$ cat src/sv/plob_pkg.sv
package plob_pkg;

  // Default depth of each side's level table.
  localparam int LEVELS_DEF = 64;

  localparam int PRICE_W = 32;
  localparam int QTY_W   = 40;
  localparam int ORD_W   = 32;
  localparam int ENTRY_W = PRICE_W + QTY_W;

  localparam logic [QTY_W-1:0] QTY_MAX = {QTY_W{1'b1}};

  // Status codes carried with every result.
  localparam logic [1:0] ST_OK       = 2'd0;
  localparam logic [1:0] ST_NOTFOUND = 2'd1;
  localparam logic [1:0] ST_FULL     = 2'd2;

  typedef enum logic [1:0] {
    OP_ADD     = 2'd0,
    OP_DELETE  = 2'd1,
    OP_CANCEL  = 2'd2,
    OP_REPLACE = 2'd3
  } op_t;

  // A classified command as it waits in the queue between front and back.
  typedef struct packed {
    op_t                op;
    logic               side;
    logic               same_price;
    logic [PRICE_W-1:0] price;
    logic [ORD_W-1:0]   qty;
    logic [ORD_W-1:0]   red;
    logic [ORD_W-1:0]   amount;
    logic [PRICE_W-1:0] new_price;
  } cmd_t;

  typedef enum logic [2:0] {
    S_IDLE,
    S_FIND,
    S_DECIDE,
    S_WR2,
    S_DROP_RD,
    S_DROP_WR,
    S_BEST,
    S_OUT
  } state_t;

endpackage

$ cat src/sv/plob_front.sv
module plob_front import plob_pkg::*; (
  input  logic                 clk,
  input  logic                 rst,
  input  logic                 s_axis_tvalid,
  output logic                 s_axis_tready,
  // price, qty, amount, new_price from bit 0 up
  input  logic [4*ORD_W-1:0]   s_axis_tdata,
  // command, side from bit 0 up
  input  logic [2:0]           s_axis_tuser,
  output logic                 cmd_valid,
  input  logic                 cmd_ready,
  output cmd_t                 cmd
);

  cmd_t       fifo [2];
  logic       wp;
  logic       rp;
  logic [1:0] cnt;
  cmd_t       dec;
  logic       push;
  logic       pop;

  // Classify the incoming beat and work out the reduction a cancel applies.
  always_comb begin
    dec.op         = op_t'(s_axis_tuser[1:0]);
    dec.side       = s_axis_tuser[2];
    dec.price      = s_axis_tdata[31:0];
    dec.qty        = s_axis_tdata[63:32];
    dec.amount     = s_axis_tdata[95:64];
    dec.new_price  = s_axis_tdata[127:96];
    dec.same_price = (dec.price == dec.new_price);
    if (dec.op == OP_CANCEL && dec.amount < dec.qty) begin
      dec.red = dec.amount;
    end else begin
      dec.red = dec.qty;
    end
  end

  assign s_axis_tready = (cnt != 2'd2);
  assign cmd_valid     = (cnt != 2'd0);
  assign cmd           = fifo[rp];
  assign push          = s_axis_tvalid && s_axis_tready;
  assign pop           = cmd_valid && cmd_ready;

  // Two-entry queue so that the back end and the input stall independently.
  always_ff @(posedge clk) begin
    if (push) begin
      fifo[wp] <= dec;
    end
    if (rst) begin
      wp  <= 1'b0;
      rp  <= 1'b0;
      cnt <= 2'd0;
    end else begin
      if (push) wp <= ~wp;
      if (pop) rp <= ~rp;
      cnt <= cnt + {1'b0, push} - {1'b0, pop};
    end
  end

endmodule

$ cat config.mk
export PLATFORM = sky130hd
export DESIGN_NAME = plob_front
export DESIGN_NICKNAME = d
export VERILOG_FILES = /design/src/sv/plob_pkg.sv /design/src/sv/plob_front.sv
export SDC_FILE = /design/constraint.sdc
export NUM_CORES = 1
export LEC_CHECK = 0
export BUFFER_PORTS_ARGS = -buffer_cell sky130_fd_sc_hd__buf_2
export CAP_MARGIN = 20
export CORE_ASPECT_RATIO = 1.2
export CORE_MARGIN = 2
export CORE_UTILIZATION = 58
export CTS_CLUSTER_DIAMETER = 150
export DETAILED_ROUTE_END_ITERATION = 7
export GPL_ROUTABILITY_DRIVEN = 0
export PLACE_DENSITY = 0.85
export SLEW_MARGIN = 0
export SYNTH_ARGS = -nofsm -noshare
export SYNTH_HDL_FRONTEND = slang
export SYNTH_SLANG_ARGS = --single-unit
$ cat constraint.sdc
create_clock -name clk -period 30.4 [get_ports clk]
set_clock_uncertainty 0.05 [all_clocks]
set_input_delay 6.08 -clock clk [delete_from_list [all_inputs] [get_ports clk]]
set_output_delay 6.08 -clock clk [all_outputs]
set_load 0.05 [all_outputs]
* Yosys cells after proc, flatten, opt, wreduce, memory -nomap -nowiden
Memories as Yosys holds them, arrays and structs flattened. A register that Yosys moved wholly into a read port is not among the register bits.
Index checks and enable logic that the tools add are counted.
** Operators by class
- Mux-type cells :: 5
- Bitwise logic cells :: 2
- Equal/unequal tests :: 3
- Order comparisons :: 1
- Add/subtract/negate cells :: 2
- Reduce and logical (&&, ||, !) cells :: 4
** Operator list (number)
- $eq A32 B32 Y1 :: 1
- $lt A32 B32 Y1 :: 1
- $mux W32 :: 1
- $mux W1 :: 4
- $logic_and A1 B1 Y1 :: 3
- $add A2 B1 Y2 :: 1
- $eq A2 B2 Y1 const B :: 1
- $ne A2 B2 Y1 const B :: 1
- $not A1 Y1 :: 2
- $reduce_bool A2 Y1 :: 1
- $sub A2 B1 Y2 :: 1
** Word-level totals
- Memories :: 1
- Bits in registers :: 4
- RAM bits :: 328
- Logic and storage cells :: 21
- Output and inout bits :: 166
** Memory list
- fifo :: depth 2, bits a word 164, rd ports 1, clocked after memory_dff 1, wr ports 1, RTL line plob_front.sv:15 : cmd_t fifo [2];

* Logic depth before layout (Yosys ltp)
Gate-level depths: netlist of the first run.
- Depth in word-level cells :: 4
- Gate-level depth with buffers :: 9
- Mapped depth without buffers :: 8

* Worst setup path after synthesis of the first run
OpenSTA, ideal clock, no wires.
- Kind :: input-to-reg
- Start :: in s_axis_tvalid
- End :: mem fifo[0][0] (netlist bit), enable pin
- Data arrival time :: 13.003 ns
- Required time :: 29.659 ns
- Slack :: 16.656 ns
- Setup time :: 0.691 ns
- Stages :: 2
- Path buffers :: 0
- Cells stage by stage :: nand2_1 -> nor2_1
** On the way
- Cells in the longest elaborated chain, start to end :: 3
** Ends and longest elaborated chain
- start, declared :: RTL line plob_front.sv:4 : input logic s_axis_tvalid,
- $logic_and A1 B1 Y1 :: RTL line plob_front.sv:42 : assign push = s_axis_tvalid && s_axis_tready;
- $mux W1 :: RTL line plob_front.sv:47 : if (push) begin
- $mux W1 (not written as such) :: RTL line plob_front.sv:48 : fifo[wp] <= dec;
- end, declared :: RTL line plob_front.sv:15
Every way passes these cells.

==> out/qor.txt, run 1 <==
Total grt overflow -> 0
Post-synth top area share -> 0.722
EDFF count, synth -> 328
Vias -> 7,503
Fmax -> 107 MHz
Maxcap violations -> 0
Sum Neg Setup Slack -> 0 ps
Mapped Nets -> 890
Yosys top cell by area -> edfxtp_1
Final hold violation count -> 0
Die Area -> 24,800 um^2
Fin nets -> 1,209
Leakage -> 6.30 nW
Detailed Route Iter0 Violations -> 412
Pre-Repair DR Iteration Count -> 4
Clk sinks -> 333
Via/cell ratio -> 5.43
Post-CTS setup buffers -> 0
Fin. max-slew vios -> 0
R2R setup slack -> 27,610 ps
Final std cells w/o fill -> 1,381
Worst setup EP type -> primary output
YS warnings -> 0
Die width -> 144 um
FF+latch count, synth -> 333
Final period util -> 0.308
Top Family by Delay on Critical Path -> buffers and inverters
Initial Utilization -> 0.590
# DRC -> 0
Crit Reg-Reg Endpoint -> fifo[0][104]$_DFFE_PP_
Area grow syn2layout -> 20.6%
Routed length per instance -> 20.2 um
Cell Rows -> 61
Synth unique cells -> 32
Initial antenna violation count -> 6
Total Routed Length -> 27,900 um
Cts bufs inserted -> 31
Worst Tran Pin Value -> 1100 ps
Critical Path RT -> 24,270 ps
CTS max path bufs -> 3
Gates resized, CTS repair -> 0
Syn avg cell area -> 18.9 um^2
WHS Path Cells -> 2
Die Y -> 172 um
DP Worst Slack -> 21,530 ps
Clk slew on worst S/H paths -> 60 ps
IO Count -> 301
Worst path cell trace -> buf_4, buf_16, mux2_2, buf_2
M1 WL -> 9990 um
Fin area -> 16,500 um^2
FF-to-FF path depth -> 4
Critical path's slowest cell -> dfxtp_4
Critical path peak fanout -> 79
Hold Buf Count CTS -> 0
H-tree depth -> 1
Post-DP HPWL -> 19,000 um
Cell area after synthesis -> 13,600 um^2
Clock Tree Root -> clkbuf_16
Placed cells -> 1,323
Relative slew slack -> 0.268
WL met2 -> 14,200 um
Met3 routed WL -> 2640 um
Number of port buffers -> 300
Area contributors post-synth -> edfxtp_1, mux2_2, mux2_4, ha_1, xor2_1
Reg2reg start -> cnt[0]$_SDFF_PP0_
Highest metal used -> met5
Core Area -> 23,100 um^2
Final WS setup -> 21,050 ps
Crit path DAT -> 3220 ps
Later-pin clock latency in the skew report -> 550 ps
CTS tree -> done
Util after Layout -> 0.712
RSZ-0062 raised after global routing -> no
Layout cells sized above 1 -> 0.518
Register area share after synthesis -> 0.729
PD cells -> 90.4 nW/um^2
Tmin final -> 9350 ps
Min-delay src -> rp$_SDFFE_PP0P_
WP buf/inv -> 3
Gr usage total -> 0.217
Hold Crit Class -> reg2reg
Top_reg_cell synth -> edfxtp_1
DP Area -> 15,500 um^2
Detail Route Antenna Nets -> 0
WS Path Type -> reg2out
Setup crit start kind -> flip-flop
Max VDD drop -> 58.3 uV
First-pass GRT wire length -> 41,100 um
Vias in the first global route -> 7,879
Largest stage delay on the critical path -> 1000 ps
Final setup viols -> 0
Asr flop ratio synth -> 0
Status -> finished, final reports clean
Pin count of the biggest net entering global routing -> 80
Post-Synthesis Cells -> 722
[where the power goes]
group	total [W]	internal (W)	switching [W]
Clock	0.000358	0.000202	0.000156
Sequential	0.000612	0.000585	0.0000272
Combinational	0.000519	0.000142	0.000377
Total	0.00149	0.000928	0.000560
[worst reg2reg max path, stage by stage (launching register included)]
cell and delay (ps):
dfxtp_1 350, nand2b_1 150, nand2_1 140, nor2_4 660
buf_4 950
[kinds of logic (layout without fill, tap and decap cells)]
group           after synthesis  count (layout)  synth area share
simple gates                 46              46            0.0181
xor+xnor                     36              36            0.0231
compound gates               25              25            0.0125
buf+inv                      53             395            0.0171
flops                       333             333             0.729
fa+ha+maj                    33              33            0.0303
mux                         196             196             0.170
other cells                   0               2                 0
[layout by cell type (no fill, tap or decap), drive strengths merged, types with 6 or more instances in the layout]
cell type    n
ha          33
clkbuf      35
xor2        34
edfxtp     328
mux2       196
inv         32
nor4         9
nand4        6
buf        307
nor2        11
clkinv      18
a21oi       13
nand2       10
[layer usage]
metal	global-route usage	up-vias
li1	-	3428
met3	0.0587	79
met1	0.251	3676
met2	0.386	312
met4	0.0810	8
met5	0	-
[cells in the mapped netlist, types with 5 or more instances]
cell type    n
a21oi_1     13
clkbuf_1    18
dfxtp_1      5
edfxtp_1   328
ha_1        33
inv_1       32
mux2_2     166
mux2_4      30
nand2_1     10
nand4_1      6
nor2_1      11
nor4_1       8
o21ai_0      5
xor2_1      34
[state kept, by name (all words and copies together), names as in the netlist, named ones only]
signal and count:
cnt 2, rp 1, fifo 328, wp 1
[per-stage QoR]
step	total power, W	hold slack (ps)
2_1_floorplan	0.00103	431
3_3_place_gp	0.00113	443
3_5_place_dp	0.00114	455
4_1_cts	0.00150	487
5_1_grt	0.00154	522
6_report	0.00149	478
[final cells by class]
cell class,count,area [um^2]
multi-input combinational,336,3480
antenna,2,5.00
tap,315,394
inverter,32,120
sequential,333,9950
clock inverter,21,143
timing repair buffer,307,1570
fill,1470,6670
clock buffer,35,791
[worst max-delay path by stage]
stage / from / to / slack, ps / depth (start not counted)
global route: flip-flop / cmd[95] / 20890 / 4
detailed placement: s_axis_tdata[41] / fifo[0][64]$_DFFE_PP_ / 21530 / 10
finish: flip-flop / cmd[48] / 21050 / 4
floorplan: s_axis_tvalid / fifo[0][0]$_DFFE_PP_ / 16660 / 2
global placement: flip-flop / cmd[162] / 21420 / 3
CTS: flip-flop / cmd[95] / 20980 / 4
Power figures use the tool's default switching activity.
==> run 2, diff against run 1 <==
--- a/config.mk
+++ b/config.mk
@@ -5,15 +5,16 @@
 export SDC_FILE = /design/constraint.sdc
 export NUM_CORES = 1
 export LEC_CHECK = 0
+export ABC_AREA = 1
 export BUFFER_PORTS_ARGS = -buffer_cell sky130_fd_sc_hd__buf_2
 export CAP_MARGIN = 20
 export CORE_ASPECT_RATIO = 1.2
 export CORE_MARGIN = 2
-export CORE_UTILIZATION = 58
+export CORE_UTILIZATION = 55
 export CTS_CLUSTER_DIAMETER = 150
 export DETAILED_ROUTE_END_ITERATION = 7
 export GPL_ROUTABILITY_DRIVEN = 0
-export PLACE_DENSITY = 0.85
+export PLACE_DENSITY = 0.8
 export SLEW_MARGIN = 0
 export SYNTH_ARGS = -nofsm -noshare
 export SYNTH_HDL_FRONTEND = slang
==> constraint.sdc (replaced) <==
create_clock -name clk -period 9.8 [get_ports clk]
set_clock_uncertainty 0.05 [all_clocks]
set_input_delay 1.96 -clock clk [delete_from_list [all_inputs] [get_ports clk]]
set_output_delay 1.96 -clock clk [all_outputs]
set_load 0.05 [all_outputs]
==> run 2 against run 1 <==
Effect of this change:
- die area up 7.7%
- wire length grew 5.2%
- combinational power grew to 3.1 times the previous value
- via count up 7.5%
- sequential power rose to 3.1 times the previous value
- cell area increased by 2.0%
- total power grew to 3.2 times the previous value
- synthesized cell count up 16%
- setup slack got worse by 16000 ps
- global-route usage fell by 0.37 points
- non-clock buffer count down 1
- hold slack got worse by 41 ps
==> out/qor.txt, run 2 <==
Setup crit start kind -> flip-flop
Yosys top cell by area -> edfxtp_1
Pre-Repair DR Iteration Count -> 5
Final hold violation count -> 0
Clock power share -> 0.257
Final setup viols -> 0
R2R setup slack -> 6910 ps
Worst setup EP type -> primary output
Max reg flops -> 328
Fin nets -> 1,318
H-tree depth -> 2
WS Path Type -> reg2out
Hold Crit Class -> reg2reg
Number of port buffers -> 300
Final period util -> 0.479
Detailed Route Iter0 Violations -> 398
Cell area after synthesis -> 14,000 um^2
Tmin final -> 4700 ps
Post-Synthesis Cells -> 835
Area contributors post-synth -> edfxtp_1, mux2_2, ha_1, nand2_2, nand3_1
Die width -> 149 um
Cell Rows -> 63
Mapped Nets -> 1,003
FF+latch count, synth -> 333
Total grt overflow -> 0
Status -> finished, final reports clean
Relative slew slack -> 0.290
Register area share after synthesis -> 0.712
Total Routed Length -> 29,300 um
Top_reg_cell synth -> edfxtp_1
Critical Path RT -> 7790 ps
Core Area -> 24,800 um^2
FF-to-FF path depth -> 5
Post-DP HPWL -> 19,800 um
Area grow syn2layout -> 20.2%
Max VDD drop -> 193 uV
Crit path DAT -> 2690 ps
PD cells -> 281 nW/um^2
Leakage -> 6.51 nW
Clk slew on worst S/H paths -> 60 ps
Total power -> 0.00472 W
Worst Tran Pin Value -> 1060 ps
Util after Layout -> 0.676
Maxcap violations -> 0
Critical path peak fanout -> 67
Via/cell ratio -> 5.37
Combinational share of power -> 0.344
Pin count of the biggest net entering global routing -> 77
Die Area -> 26,700 um^2
Reg2reg start -> cnt[0]$_SDFF_PP0_
Fill count -> 1,722
Asr flop ratio synth -> 0
Hold Buf Count CTS -> 0
Syn avg cell area -> 16.7 um^2
Layout cells sized above 1 -> 0.507
Die Y -> 179 um
Post-CTS setup buffers -> 0
RSZ-0062 raised after global routing -> no
Fmax -> 213 MHz
Gr usage total -> 0.213
YS warnings -> 0
Worst hold slack -> 437 ps
Fin. max-slew vios -> 0
Gates resized, CTS repair -> 0
Placed cells -> 1,439
Top-count cell post-synth -> edfxtp_1
Top Registers -> fifo (328), cnt (2)
Vias in the first global route -> 8,217
Post-synth top cells -> edfxtp_1, mux2_2, nand2_2, inv_1, nand3_1
Synth unique cells -> 36
Commonest non-fill, non-tap cell in the layout -> edfxtp_1
EDFF count, synth -> 328
Initial antenna violation count -> 4
First-pass GRT wire length -> 43,400 um
Top reg by flops -> fifo
Post-synth top area share -> 0.705
Critical path destination -> cmd[74]
Routed length per instance -> 19.5 um
Internal Power -> 0.00295 W
Clk sinks -> 333
Sum Neg Setup Slack -> 0 ps
# DRC -> 0
Most frequent cells in the layout -> edfxtp_1, buf_2, mux2_2, nand2_2, inv_1
Final std cells w/o fill -> 1,501
Psw -> 0.00176 W
Switch share -> 0.374
CTS tree -> done
Flop pwr share -> 0.399
Detail Route Antenna Nets -> 0
Vias -> 8,064
Initial Utilization -> 0.563
IO Count -> 301
Crit Reg-Reg Endpoint -> fifo[0][102]$_DFFE_PP_
Cts bufs inserted -> 34
Clock Tree Root -> clkbuf_16
CTS max path bufs -> 3
Later-pin clock latency in the skew report -> 490 ps
-- run 2: changes by cell type in the layout (fill, tap and decap cells not counted), sizes merged, moves of 10 or more --
cell / before / now
nand2: 10 / 102
nand3: 2 / 39
mux2: 196 / 164
xor2: 34 / 8
inv: 32 / 53
xnor2: 2 / 19
clkbuf: 35 / 45
-- run 2: worst min path at each step --
stage                    startpoint  depth (start not counted)  slack [ps]        end
floorplan           rp$_SDFFE_PP0P_                          2         400  flip-flop
global placement    rp$_SDFFE_PP0P_                          2         410  flip-flop
detailed placement  rp$_SDFFE_PP0P_                          2         430  flip-flop
CTS                 rp$_SDFFE_PP0P_                          2         440  flip-flop
global route        rp$_SDFFE_PP0P_                          2         460  flip-flop
finish              rp$_SDFFE_PP0P_                          2         440  flip-flop
-- run 2: final cells by class --
type	count	area, um^2	area share
Timing Repair Buffer	306	1550	0.0921
Antenna cell	3	7.51	0.000447
Clock inverter	14	121	0.00723
Multi-Input combinational cell	424	3650	0.217
Inverter	51	191	0.0114
Tap cell	325	407	0.0242
Sequential cell	333	9950	0.593
Clock buffer	45	913	0.0544
-- run 2: cells by family after synthesis --
group	after synthesis	share of synthesized area
DFF	333	0.712
and+or+nand+nor	171	0.0681
muxes	164	0.132
buffers and inverters	78	0.0278
adders and majority gates	33	0.0296
AOI/OAI and AO/OA	29	0.0132
xor gates and xnor gates	27	0.0169
-- run 2: metrics by stage --
stage | worst slack, ps | instance area, um^2
final | 5100 | 16800
after floorplan | 150 | 14000
after global routing | 4980 | 16800
after global placement | 5370 | 15700
after detailed placement | 5330 | 15700
after CTS | 5070 | 16800
-- run 2: routing by layer --
| metal | up-vias | global-route usage | wire, um |
|---|---|---|---|
| met2 | 294 | 0.384 | 15100 |
| met3 | 68 | 0.0509 | 2210 |
| met5 | - | 0 | 37 |
| met1 | 3959 | 0.248 | 11100 |
| li1 | 3737 | - | - |
| met4 | 6 | 0.0754 | 874 |
-- run 2: critical path: stages (launching register included) --
cell	delay, ps
dfxtp_4	660
buf_4	760
mux2_2	450
buf_2	220
-- run 2: power by group through the flow --
| stage | sequential, W | clock (W) | combinational, W |
|---|---|---|---|
| after CTS | 0.00189 | 0.00124 | 0.00164 |
| after floorplan | 0.00194 | 0 | 0.00128 |
| after global routing | 0.00190 | 0.00129 | 0.00170 |
| after global placement | 0.00190 | 0 | 0.00162 |
| final | 0.00188 | 0.00121 | 0.00162 |
| after detailed placement | 0.00191 | 0 | 0.00163 |
